[src/rtl/bdpc_pkg.sv]
// Shared types, codes and reset values for the button debounce press classifier.
`default_nettype none

package bdpc_pkg;

    // Timer width default and configuration port geometry
    localparam int TIMER_BITS_DEF = 16;
    localparam int CFG_IDX_W      = 3;
    localparam int CFG_DATA_W     = 16;
    localparam int MS_W           = 16;

    // Configuration register indexes
    typedef enum logic [CFG_IDX_W-1:0] {
        CFG_DEBOUNCE_MS   = 3'd0,
        CFG_LONG_PRESS_MS = 3'd1,
        CFG_SHORT_ENABLED = 3'd2,
        CFG_LONG_ENABLED  = 3'd3,
        CFG_PRESS_ENABLED = 3'd4
    } t_cfg_index;

    // Register reset values
    localparam logic [MS_W-1:0] DEBOUNCE_MS_RST   = 16'd50;
    localparam logic [MS_W-1:0] LONG_PRESS_MS_RST = 16'd1000;

    // Press machine states
    typedef enum logic [2:0] {
        ST_READY     = 3'd0,
        ST_UP        = 3'd1,
        ST_DOWN      = 3'd2,
        ST_DOWN_LONG = 3'd3,
        ST_UP_SHORT  = 3'd4,
        ST_UP_LONG   = 3'd5
    } t_press_state;

    // Event codes on the result channel
    typedef enum logic [1:0] {
        EV_NONE  = 2'd0,
        EV_SHORT = 2'd1,
        EV_LONG  = 2'd2,
        EV_PRESS = 2'd3
    } t_event;

    // Input action codes
    typedef enum logic {
        ACT_TICK  = 1'b0,
        ACT_CLEAR = 1'b1
    } t_action;

endpackage

`default_nettype wire

[src/rtl/button_debounce_press_classifier.sv]
// Top level of the button debounce and short/long press classifier.
`default_nettype none

// One request per clock cycle while o_stall is low: a millisecond tick
// carrying the raw button level, or a clear. Every request yields exactly
// one result (event code 0 none, 1 short, 2 long, 3 generic press). A
// request is registered on acceptance and classified into the output
// register once that is free, giving one request per cycle; the only
// limit is the output register, which holds its result while i_stall is
// high, and o_stall is raised only when that register and the input
// register are both occupied. Configuration writes are always taken
// (o_cfg_ready is tied high) and must be made while the block is idle.
module button_debounce_press_classifier
    import bdpc_pkg::*;
#(
    parameter int TIMER_BITS = TIMER_BITS_DEF
) (
    input  wire logic                  i_clk,
    input  wire logic                  i_rst_n,
    // request channel
    input  wire logic                  i_valid,
    output logic                       o_stall,
    input  wire logic                  i_action,
    input  wire logic                  i_button_down,
    // result channel
    output logic                       o_valid,
    input  wire logic                  i_stall,
    output logic [1:0]                 o_event_res,
    // configuration write channel
    input  wire logic                  i_cfg_valid,
    output logic                       o_cfg_ready,
    input  wire logic [CFG_IDX_W-1:0]  i_cfg_index,
    input  wire logic [CFG_DATA_W-1:0] i_cfg_data
);

    localparam int CMP_W = (TIMER_BITS > MS_W) ? TIMER_BITS : MS_W;

    // Configuration registers
    logic [MS_W-1:0] r_debounce_ms;
    logic [MS_W-1:0] r_long_press_ms;
    logic            r_short_enabled;
    logic            r_long_enabled;
    logic            r_press_enabled;

    // Input register
    logic r_in_valid;
    logic r_in_action;
    logic r_in_down;

    // Classifier state
    t_press_state          r_state;
    t_press_state          n_state;
    logic                  r_last_level;
    logic                  n_last_level;
    logic [TIMER_BITS-1:0] r_stable_ticks;
    logic [TIMER_BITS-1:0] n_stable_ticks;
    t_event                n_event;

    // Output register
    logic   r_out_valid;
    t_event r_out_event;

    logic out_free;
    logic process;
    logic in_take;

    // Handshake: output register frees on take, input register drains into it
    assign out_free    = !r_out_valid || !i_stall;
    assign process     = r_in_valid && out_free;
    assign o_stall     = r_in_valid && !out_free;
    assign in_take     = i_valid && !o_stall;
    assign o_valid     = r_out_valid;
    assign o_event_res = r_out_event;
    assign o_cfg_ready = 1'b1;

    // Configuration writes
    always_ff @(posedge i_clk) begin
        if (!i_rst_n) begin
            r_debounce_ms   <= DEBOUNCE_MS_RST;
            r_long_press_ms <= LONG_PRESS_MS_RST;
            r_short_enabled <= 1'b0;
            r_long_enabled  <= 1'b0;
            r_press_enabled <= 1'b0;
        end else if (i_cfg_valid && o_cfg_ready) begin
            case (i_cfg_index)
                CFG_DEBOUNCE_MS:   r_debounce_ms   <= i_cfg_data[MS_W-1:0];
                CFG_LONG_PRESS_MS: r_long_press_ms <= i_cfg_data[MS_W-1:0];
                CFG_SHORT_ENABLED: r_short_enabled <= i_cfg_data[0];
                CFG_LONG_ENABLED:  r_long_enabled  <= i_cfg_data[0];
                CFG_PRESS_ENABLED: r_press_enabled <= i_cfg_data[0];
                default: ;
            endcase
        end
    end

    // Input register
    always_ff @(posedge i_clk) begin
        if (!i_rst_n) begin
            r_in_valid <= 1'b0;
        end else if (in_take) begin
            r_in_valid <= 1'b1;
        end else if (process) begin
            r_in_valid <= 1'b0;
        end
    end

    always_ff @(posedge i_clk) begin
        if (in_take) begin
            r_in_action <= i_action;
            r_in_down   <= i_button_down;
        end
    end

    // State registers
    always_ff @(posedge i_clk) begin
        if (!i_rst_n) begin
            r_state        <= ST_READY;
            r_last_level   <= 1'b0;
            r_stable_ticks <= '0;
        end else if (process) begin
            r_state        <= n_state;
            r_last_level   <= n_last_level;
            r_stable_ticks <= n_stable_ticks;
        end
    end

    // Debounce counter, press machine advance and event report, or clear to ready
    always_comb begin
        t_press_state st;
        logic         stable;
        logic         long_hit;

        n_last_level   = r_last_level;
        n_stable_ticks = r_stable_ticks;
        n_event        = EV_NONE;
        st             = r_state;
        stable         = 1'b0;
        long_hit       = 1'b0;

        if (r_in_action == ACT_CLEAR) begin
            st = ST_READY;
        end else begin
            // level change restarts the count, otherwise saturate upward
            if (r_in_down != r_last_level) begin
                n_last_level   = r_in_down;
                n_stable_ticks = '0;
            end else if (r_stable_ticks != {TIMER_BITS{1'b1}}) begin
                n_stable_ticks = r_stable_ticks + TIMER_BITS'(1'b1);
            end

            stable   = CMP_W'(n_stable_ticks) >= CMP_W'(r_debounce_ms);
            long_hit = CMP_W'(n_stable_ticks) > CMP_W'(r_long_press_ms);

            if (stable) begin
                case (r_state)
                    ST_READY: begin
                        if (!r_in_down) st = ST_UP;
                    end
                    ST_UP: begin
                        if (r_in_down) st = ST_DOWN;
                    end
                    ST_DOWN: begin
                        if (r_in_down && long_hit) st = ST_DOWN_LONG;
                        else if (!r_in_down)       st = ST_UP_SHORT;
                    end
                    ST_DOWN_LONG: begin
                        if (!r_in_down) st = ST_UP_LONG;
                    end
                    ST_UP_SHORT, ST_UP_LONG: ;
                    default: begin
                        // unused codes behave as ready
                        st = r_in_down ? ST_READY : ST_UP;
                    end
                endcase
            end

            // report presses (long ones once held) and return to ready
            case (st)
                ST_UP_SHORT: begin
                    n_event = r_short_enabled ? EV_SHORT :
                              (r_press_enabled ? EV_PRESS : EV_NONE);
                    st = ST_READY;
                end
                ST_DOWN_LONG, ST_UP_LONG: begin
                    n_event = r_long_enabled ? EV_LONG :
                              (r_press_enabled ? EV_PRESS : EV_NONE);
                    st = ST_READY;
                end
                ST_DOWN: begin
                    if (!r_short_enabled && !r_long_enabled) begin
                        n_event = r_press_enabled ? EV_PRESS : EV_NONE;
                        st = ST_READY;
                    end
                end
                default: ;
            endcase
        end

        n_state = st;
    end

    // Output register
    always_ff @(posedge i_clk) begin
        if (!i_rst_n) begin
            r_out_valid <= 1'b0;
        end else if (process) begin
            r_out_valid <= 1'b1;
        end else if (!i_stall) begin
            r_out_valid <= 1'b0;
        end
    end

    always_ff @(posedge i_clk) begin
        if (process) begin
            r_out_event <= n_event;
        end
    end

endmodule

`default_nettype wire

[config.mk]
export PLATFORM = sky130hd
export DESIGN_NAME = button_debounce_press_classifier
export DESIGN_NICKNAME = d
export VERILOG_FILES = /design/src/rtl/bdpc_pkg.sv /design/src/rtl/button_debounce_press_classifier.sv
export SDC_FILE = /design/constraint.sdc
export NUM_CORES = 1
export LEC_CHECK = 0
export BUFFER_PORTS_ARGS = -buffer_cell sky130_fd_sc_hd__buf_2
export CORE_AREA = 10 10 93 115
export DETAILED_ROUTE_END_ITERATION = 6
export DIE_AREA = 0 0 103 125
export PLACE_DENSITY = 0.71
export SYNTH_ARGS = -nofsm -noshare
export SYNTH_HDL_FRONTEND = slang
export SYNTH_SLANG_ARGS = --single-unit
[constraint.sdc]
create_clock -name i_clk -period 5.85 [get_ports i_clk]
set_input_delay 0.8775 -clock i_clk [delete_from_list [all_inputs] [get_ports i_clk]]
set_output_delay 0.8775 -clock i_clk [all_outputs]
set_load 0.01 [all_outputs]
==> results of run 1 <==
==> registers in the layout, summed over array words and instances (netlist names) <==
register,flops
o_event_res,2
o_valid,1
r_debounce_ms,16
r_in_action,1
r_in_down,1
r_in_valid,1
r_last_level,1
r_long_enabled,1
r_long_press_ms,16
r_press_enabled,1
r_short_enabled,1
r_stable_ticks,16
r_state,3
==> cell usage after synthesis, types with 2 or more instances <==
cell type and n:
sky130_fd_sc_hd__o21ai_0 12, sky130_fd_sc_hd__nor3b_1 4, sky130_fd_sc_hd__xnor2_1 4, sky130_fd_sc_hd__a211o_1 2, sky130_fd_sc_hd__a21o_1 5, sky130_fd_sc_hd__nand3_1 17, sky130_fd_sc_hd__nand2b_1 2, sky130_fd_sc_hd__a31oi_1 2
sky130_fd_sc_hd__mux2i_1 4, sky130_fd_sc_hd__nor2_1 27, sky130_fd_sc_hd__a21boi_0 28, sky130_fd_sc_hd__nor3_1 6, sky130_fd_sc_hd__nand3b_1 2, sky130_fd_sc_hd__and4_1 3, sky130_fd_sc_hd__o211ai_1 12, sky130_fd_sc_hd__clkbuf_1 15
sky130_fd_sc_hd__o31ai_1 3, sky130_fd_sc_hd__and2_1 3, sky130_fd_sc_hd__nand2_1 92, sky130_fd_sc_hd__ha_1 33, sky130_fd_sc_hd__edfxtp_1 4, sky130_fd_sc_hd__nor2b_1 14, sky130_fd_sc_hd__a211oi_1 3, sky130_fd_sc_hd__and3_1 9
sky130_fd_sc_hd__a21oi_1 24, sky130_fd_sc_hd__xor2_1 8, sky130_fd_sc_hd__o21a_1 3, sky130_fd_sc_hd__dfxtp_1 57, sky130_fd_sc_hd__inv_1 34, sky130_fd_sc_hd__nand4_1 8
==> layer usage <==
| layer | up-vias | share of wire, % | GRT usage [%] |
|---|---|---|---|
| met5 | - | 0 | 0 |
| met4 | 0 | 2.1 | 6.89 |
| met3 | 14 | 4.6 | 4.13 |
| met2 | 62 | 52 | 25.0 |
| met1 | 1545 | 41 | 15.7 |
| li1 | 1674 | - | - |
==> metrics by stage <==
stage	cell area, µm²	utilization (%)	instances
detailed placement	3930	45.9	581
finish	4140	48.4	597
CTS	4140	48.4	597
floorplan	3730	-	469
global route	4140	48.4	597
global placement	3930	45.9	581
==> power groups by stage <==
stage	registers [W]	logic (W)	clock network [W]
after floorplan	0.000441	0.0000432	0
after global placement	0.000442	0.0000644	0
after detailed placement	0.000443	0.0000662	0
after CTS	0.000433	0.0000669	0.000406
after global routing	0.000434	0.0000751	0.000430
final	0.000433	0.0000665	0.000396
==> worst max-delay path: cells and delay by family (launching register included) <==
family	cells	cell delay (ns)
AND/OR/NAND/NOR	8	1.69
AO/OA/AOI/OAI	5	1.14
flip-flops	1	0.43
multiplexers	1	0.34
adder cells (fa/ha/maj)	1	0.30
XOR/XNOR	1	0.15
==> final cells by class <==
cell class / instances / area, µm² / area share [%]
multi-input cells: 354 / 2250 / 54.3
repair buffers: 32 / 168 / 4.05
well taps: 100 / 125 / 3.02
inverters: 34 / 128 / 3.08
clock inverters: 4 / 45.0 / 1.09
flip-flops and latches: 61 / 1260 / 30.5
clock buffers: 12 / 165 / 3.99
==> cells by family (layout without fill, tap and decap cells) <==
logic type                 after synthesis  in the layout  share of synthesized area (%)
buffers and inverters                   54             82                           6.00
and+or+nand+nor                        195            195                           24.7
AOI/OAI and AO/OA                      108            108                           20.1
adders and majority gates               33             33                           11.1
other                                    1              1                          0.100
muxes                                    5              5                           1.47
DFF                                     61             61                           33.8
xor gates and xnor gates                12             12                           2.82
==> final timing paths <==
check,start,end
worst min-delay path,r_long_press_ms[4],r_long_press_ms[4]
worst max-delay path,r_stable_ticks[4],r_state[0]
worst min register to register,r_long_press_ms[4],r_long_press_ms[4]
worst max register to register,r_stable_ticks[4],r_state[0]
==> PnR_summary.wiki, run 1 <==
{| class="wikitable"
! Metric !! Value
|-
| Final Hold Violating Endpoints || 0
|-
| First-pass GRT wire length || 14.9 mm
|-
| Largest stage delay, worst path || 0.43 ns
|-
| Predominant post-synthesis flop cell || sky130_fd_sc_hd__dfxtp_1
|-
| Nets || 551
|-
| Most common cell on crit path || sky130_fd_sc_hd__and4_1
|-
| Endpoint type of the worst setup path || flip-flop
|-
| Gp weighted congestion || 0.869
|-
| Final slew viol count || 0
|-
| Cell leakage power || 1.68 nW
|-
| Core footprint || 8560 µm²
|-
| Commonest non-fill, non-tap cell in the layout || sky130_fd_sc_hd__nand2_1
|-
| Hold-fix buffer count after cts || 0
|-
| Placement Rows || 38
|-
| Vias in the first global route || 3266
|-
| Synthesis-to-layout area growth || 10.9%
|-
| Power per cell area || 216 nW/µm²
|-
| Gate Count Post-Synth || 469
|-
| Total DRC errors in the routed layout || 0
|-
| Internal power summed over all cells || 0.000683 W
|-
| Sw frac || 23.8%
|-
| Crit path time final || 4.12 ns
|-
| Area share of the largest cell type after synthesis || 30.6%
|-
| Number of max-capacitance violations reported || 0
|-
| Worst-Margin Slew || 0.934 ns
|-
| CTS tree || yes
|-
| Detailed-routing iteration count for the pre-antenna-repair pass || 4
|-
| Antenna fix cells || 0
|-
| Max FO, Critical Path || 9
|-
| Final cycle utilization of the critical path || 70.4%
|-
| Seq pwr share || 48.4%
|-
| Sort of element at the start of the critical path || flip-flop
|-
| Final setup violation count || 0
|-
| Pin count of the biggest net entering global routing || 62
|-
| Area enclosed by the die boundary || 12900 µm²
|-
| Number of enable flip-flop cells after synthesis || 4
|-
| Clock slew at the register clock pins of the worst setup and hold paths || 0.07 ns
|-
| Number of gates resized after CTS || 0
|-
| Vias/cell || 5.52
|-
| Maximum resistive drop on vdd || 0.128 mV
|-
| Worst slew margin || 37.8%
|-
| Max Clk Rate || 243 MHz
|-
| TritonCTS sink count || 61
|-
| Power dissipated by switching net loads || 0.000213 W
|-
| Sequential fraction of the synthesis area || 33.8%
|-
| Worst setup path category || flip-flop to flip-flop
|-
| Overflow left after global routing || 0
|-
| Flop and latch count out of synthesis || 61
|-
| Total Wirelength || 9.01 mm
|-
| Number of antenna violations at the first check in global routing || 0
|-
| Starting density of the core || 43.6%
|-
| Share of synthesized registers carrying an async set or reset || 0%
|-
| Number of warnings issued by yosys || 0
|-
| Dominant cells by area after synthesis || sky130_fd_sc_hd__dfxtp_1 (31%), sky130_fd_sc_hd__ha_1 (11%), sky130_fd_sc_hd__nand2_1 (9.3%)
|-
| Fraction of final layout cells sized beyond drive strength 1 || 11.7%
|-
| Root buffer selected by CTS || sky130_fd_sc_hd__clkbuf_8
|-
| Critical path required time || 6.14 ns
|-
| Sum of negative setup slack || 0 ns
|-
| Data arrival, critical path || 4.41 ns
|-
| Cell area after synthesis || 3730 µm²
|-
| Pre-CTS setup slack || 1.84 ns
|-
| Initial drt markers || 185
|-
| Clock tree buffer depth || 2
|-
| Crit-path cells || and4_1 > and4_1 > nand3_2 > nor3b_1 > and3_1 > xnor2_1 > nor2_1 > ha_1 > nand4_1 > a211oi_1 > o41ai_2 > a21oi_2 > mux2_4 > or2_4 > a211o_1 > a21boi_2
|-
| Post-Route Hold Slack || 0.470 ns
|-
| Average cell area after synthesis || 7.96 µm²
|-
| Die boundary width || 103 µm
|-
| Biggest area consumer among synthesized cells || sky130_fd_sc_hd__dfxtp_1
|-
| Worst Slack Setup Final || 1.73 ns
|-
| Count of distinct cell types in the synthesized netlist || 59
|-
| Clock insertion delay at the later pin of the skew report || 0.35 ns
|-
| Net Count, Synth || 528
|-
| Power, Total || 0.000895 W
|-
| Register-to-Register Setup Slack || 1.73 ns
|-
| Tightest Hold Check Type || flip-flop to flip-flop
|-
| H-tree depth || 3
|-
| Detailed Place HPWL || 6.62 mm
|-
| Vert. Die Dim || 125 µm
|-
| Number of nets with antenna violations after detailed routing || 0
|-
| # IOs || 31
|-
| Total track usage || 14.5%
|-
| Via Count || 3295
|-
| Fillers || 844
|-
| Status || finished clean
|-
| Most used cells in the layout excluding fill and tap cells || sky130_fd_sc_hd__nand2_1 (92), sky130_fd_sc_hd__dfxtp_1 (57), sky130_fd_sc_hd__inv_1 (34), sky130_fd_sc_hd__ha_1 (33), sky130_fd_sc_hd__buf_2 (29)
|-
| RSZ-0062 raised after global routing || false
|-
| Cell count of the worst hold path || 2
|-
| Reg2reg path depth || 16
|-
| Post-CTS Setup Repair Bufs || 0
|-
| Relative contribution of the clock network to total power || 44.2%
|-
| Critical-path top delay cell || sky130_fd_sc_hd__dfxtp_1
|-
| Logic pwr share || 7.4%
|-
| Number of input and output port buffers inserted || 29
|-
| Clock buffer count from CTS || 9
|-
| Fin Clk Skew || 0.00562 ns
|-
| Mean routed wirelength per cell || 15.1 µm
|}
(Power assumes the default switching activity.)
==> inputs of run 2 (changes only) <==
--- a/config.mk
+++ b/config.mk
@@ -9,7 +9,7 @@
 export CORE_AREA = 10 10 93 115
 export DETAILED_ROUTE_END_ITERATION = 6
 export DIE_AREA = 0 0 103 125
-export PLACE_DENSITY = 0.71
+export PLACE_DENSITY = 0.73
 export SYNTH_ARGS = -nofsm -noshare
 export SYNTH_HDL_FRONTEND = slang
 export SYNTH_SLANG_ARGS = --single-unit
==> constraint.sdc (replaced) <==
create_clock -name i_clk -period 3.5 [get_ports i_clk]
set_input_delay 0.525 -clock i_clk [delete_from_list [all_inputs] [get_ports i_clk]]
set_output_delay 0.525 -clock i_clk [all_outputs]
set_load 0.01 [all_outputs]
==> run 2 against run 1 <==
- the flow now finishes with violations (negative setup slack)
- via count is 6.6% higher
- routed wire length is 6.2% higher
- clock skew is 0.0020 ns higher
- clock power is 60% higher
- sequential power is 67% higher
- sequential cell count stayed put
- non-clock buffer count is 50 higher
- first-iteration DRC count is 21% lower
- final cell count is 8.2% higher
- maximum frequency is 15% higher
- clock-buffer cell count is 2 higher
- critical path type unchanged
==> PnR_summary.wiki, run 2 (synthesized netlist as in run 1, its figures left out) <==
{| class="wikitable"
! Metric !! Value
|-
| Fraction of final layout cells sized beyond drive strength 1 || 23.8% (+12 points)
|-
| Nets || 601 (+9.1%)
|-
| Antenna fix cells || 0 (unchanged)
|-
| Post-Layout Inst Area || 4640 µm² (+12%)
|-
| First-pass GRT wire length || 16.1 mm (+8.1%)
|-
| Number of antenna violations at the first check in global routing || 0 (unchanged)
|-
| Registers with the highest flip-flop counts || r_debounce_ms x16, r_long_press_ms x16, r_stable_ticks x16
|-
| TritonCTS sink count || 61 (unchanged)
|-
| # IOs || 31 (unchanged)
|-
| Worst Slack Setup Final || -0.0704 ns (-1.80 ns)
|-
| Core footprint || 8560 µm² (unchanged)
|-
| Total Wirelength || 9.57 mm (+6.2%)
|-
| Detailed Place HPWL || 6.94 mm (+5.0%)
|-
| Clock insertion delay at the later pin of the skew report || 0.35 ns (about the same)
|-
| Fraction of the core area covered by cells at the end of the flow || 54.2% (+5.8 points)
|-
| Clock slew at the register clock pins of the worst setup and hold paths || 0.07 ns (about the same)
|-
| Final setup violation count || 4 (+4)
|-
| Vias/cell || 5.44 (-1.5%)
|-
| Data arrival, critical path || 3.86 ns (-0.55 ns)
|-
| Placement Rows || 38 (unchanged)
|-
| Hold-fix buffer count after cts || 0 (unchanged)
|-
| Sort of element at the start of the critical path || flip-flop
|-
| Largest stage delay, worst path || 0.40 ns (-0.03 ns)
|-
| Fillers || 784 (-7.1%)
|-
| Cell leakage power || 1.95 nW (+16%)
|-
| Root buffer selected by CTS || sky130_fd_sc_hd__clkbuf_8
|-
| Maximum resistive drop on vdd || 0.284 mV (+120%)
|-
| Clock tree buffer depth || 2 (unchanged)
|-
| Area of the multi-input gates || 2380 µm² (+6.0%)
|-
| Critical-path top delay cell || sky130_fd_sc_hd__o41ai_4
|-
| Via Count || 3513 (+6.6%)
|-
| Total DRC errors in the routed layout || 0 (unchanged)
|-
| Endpoint type of the worst setup path || flip-flop
|-
| Final cycle utilization of the critical path || 102% (+32 points)
|-
| Mean routed wirelength per cell || 14.8 µm (-1.8%)
|-
| Synthesis-to-layout area growth || 24.3%
|-
| Clock buffer count from CTS || 9 (unchanged)
|-
| Final Hold Violating Endpoints || 0 (unchanged)
|-
| Starting density of the core || 43.6% (unchanged)
|-
| Worst-Margin Slew || 0.943 ns (+0.00897 ns)
|-
| Die boundary width || 103 µm (unchanged)
|-
| Initial drt markers || 146 (-21%)
|-
| Gp weighted congestion || 0.875 (+0.68%)
|-
| Pin count of the biggest net entering global routing || 62 (unchanged)
|-
| Number of max-capacitance violations reported || 0 (unchanged)
|-
| Violations in the final reports || negative setup slack
|-
| Overflow left after global routing || 0 (unchanged)
|-
| Power per cell area || 319 nW/µm² (+48%)
|-
| Commonest non-fill, non-tap cell in the layout || sky130_fd_sc_hd__nand2_1
|-
| Total track usage || 15.3% (+0.79 points)
|-
| Max FO, Critical Path || 6 (-3)
|-
| Vert. Die Dim || 125 µm (unchanged)
|-
| Status || finished with violations
|-
| Pre-CTS setup slack || -0.141 ns (-1.98 ns)
|-
| Worst setup path category || flip-flop to flip-flop
|-
| Most used cells in the layout excluding fill and tap cells || sky130_fd_sc_hd__nand2_1 (91), sky130_fd_sc_hd__dfxtp_1 (54), sky130_fd_sc_hd__buf_4 (52), sky130_fd_sc_hd__inv_1 (34), sky130_fd_sc_hd__ha_1 (33)
|-
| Area enclosed by the die boundary || 12900 µm² (unchanged)
|-
| H-tree depth || 3 (unchanged)
|-
| Fin Clk Skew || 0.00763 ns (+0.00202 ns)
|-
| Vias in the first global route || 3515 (+7.6%)
|-
| RSZ-0062 raised after global routing || true
|-
| Number of nets with antenna violations after detailed routing || 0 (unchanged)
|-
| Crit path time final || 3.57 ns (-0.549 ns)
|-
| Final slew viol count || 0 (unchanged)
|-
| Number of input and output port buffers inserted || 29 (unchanged)
|-
| Critical path required time || 3.79 ns (-2.35 ns)
|-
| Sequential cell area || 1260 µm² (+0.30%)
|-
| Max Clk Rate || 280 MHz (+15%)
|-
| Detailed-routing iteration count for the pre-antenna-repair pass || 5 (+1)
|-
| Tightest Hold Check Type || input pin to flip-flop
|-
| Crit-path cells || and4_4 > and4_4 > nand3_4 > buf_6 > nand4_1 > xor2_1 > nor2_2 > ha_1 > a22o_1 > o41ai_4 > a21oi_4 > o21a_2 > a211o_1 > a211o_1 > a21boi_2
|-
| Worst slew margin || 37.2% (-0.60 points)
|-
| CTS tree || yes
|-
| Power, Total || 0.00148 W (+65%)
|-
| Post-detailed-placement cell area || 4240 µm² (+7.9%)
|}
==> run 2: cell types whose count changed in the layout (fill, tap and decap cells not counted), sizes merged <==
cell	change
clkinv	-3
buf	+50
clkbuf	+2
==> run 2: path summary, 6_finish.rpt <==
path                       from                 end  slack [ns]  depth (start not counted)
min                    i_action         r_in_action        0.35                          1
max           r_stable_ticks[4]          r_state[0]       -0.07                         15
min reg2reg  r_long_press_ms[4]  r_long_press_ms[4]        0.46                          2
max reg2reg   r_stable_ticks[4]          r_state[0]       -0.07                         15
==> run 2: stage by stage <==
| stage | setup TNS, ns | cells | hold WS [ns] |
|---|---|---|---|
| final | -0.241 | 646 | 0.346 |
| after global routing | -0.993 | 646 | 0.337 |
| after CTS | -0.000907 | 641 | 0.339 |
| after detailed placement | -0.539 | 619 | 0.459 |
| after global placement | -0.357 | 619 | 0.456 |
| after floorplan | 0 | 469 | 0.443 |
==> run 2: area by class of cell <==
class / count / area share [%]
Timing Repair Buffer: 82 / 11.8
Tap cell: 100 / 2.70
Clock inverter: 1 / 0.647
Multi-Input combinational cell: 354 / 51.3
Sequential cell: 61 / 27.3
Clock buffer: 14 / 3.51
Inverter: 34 / 2.75
==> run 2: repair_timing <==
item | CTS | global route
pin swaps | 13 | 10
gates resized for setup | 18 | 11
hold endpoints to repair | 0 | 0
endpoints found under the setup margin | 4 | 4
buffers inserted | 7 | 5
==> run 2: metal layers <==
layer / part of all wire [%] / vias to the layer above / global-route usage, %
li1: - / 1771 / -
met5: 0 / - / 0
met3: 3.9 / 13 / 3.31
met1: 43 / 1650 / 17.8
met4: 1.8 / 0 / 7.63
met2: 51 / 79 / 25.5
==> run 2: where the power goes <==
| group | total (W) | internal [W] | leakage, nW | switching (W) |
|---|---|---|---|---|
| registers | 0.000723 | 0.000716 | 0.503 | 0.00000716 |
| clock network | 0.000635 | 0.000365 | 0.0968 | 0.000270 |
| logic | 0.000123 | 0.0000492 | 1.35 | 0.0000742 |
| total | 0.00148 | 0.00113 | 1.95 | 0.000351 |
==> run 2: worst max-delay path, delay by kind of cell (launching register included) <==
| kind | cells | cell delay, ns |
|---|---|---|
| AOI/OAI and AO/OA | 7 | 1.73 |
| xor gates and xnor gates | 1 | 0.22 |
| adders and majority gates | 1 | 0.30 |
| buffers and inverters | 1 | 0.15 |
| DFF | 1 | 0.33 |
| and+or+nand+nor | 5 | 0.78 |
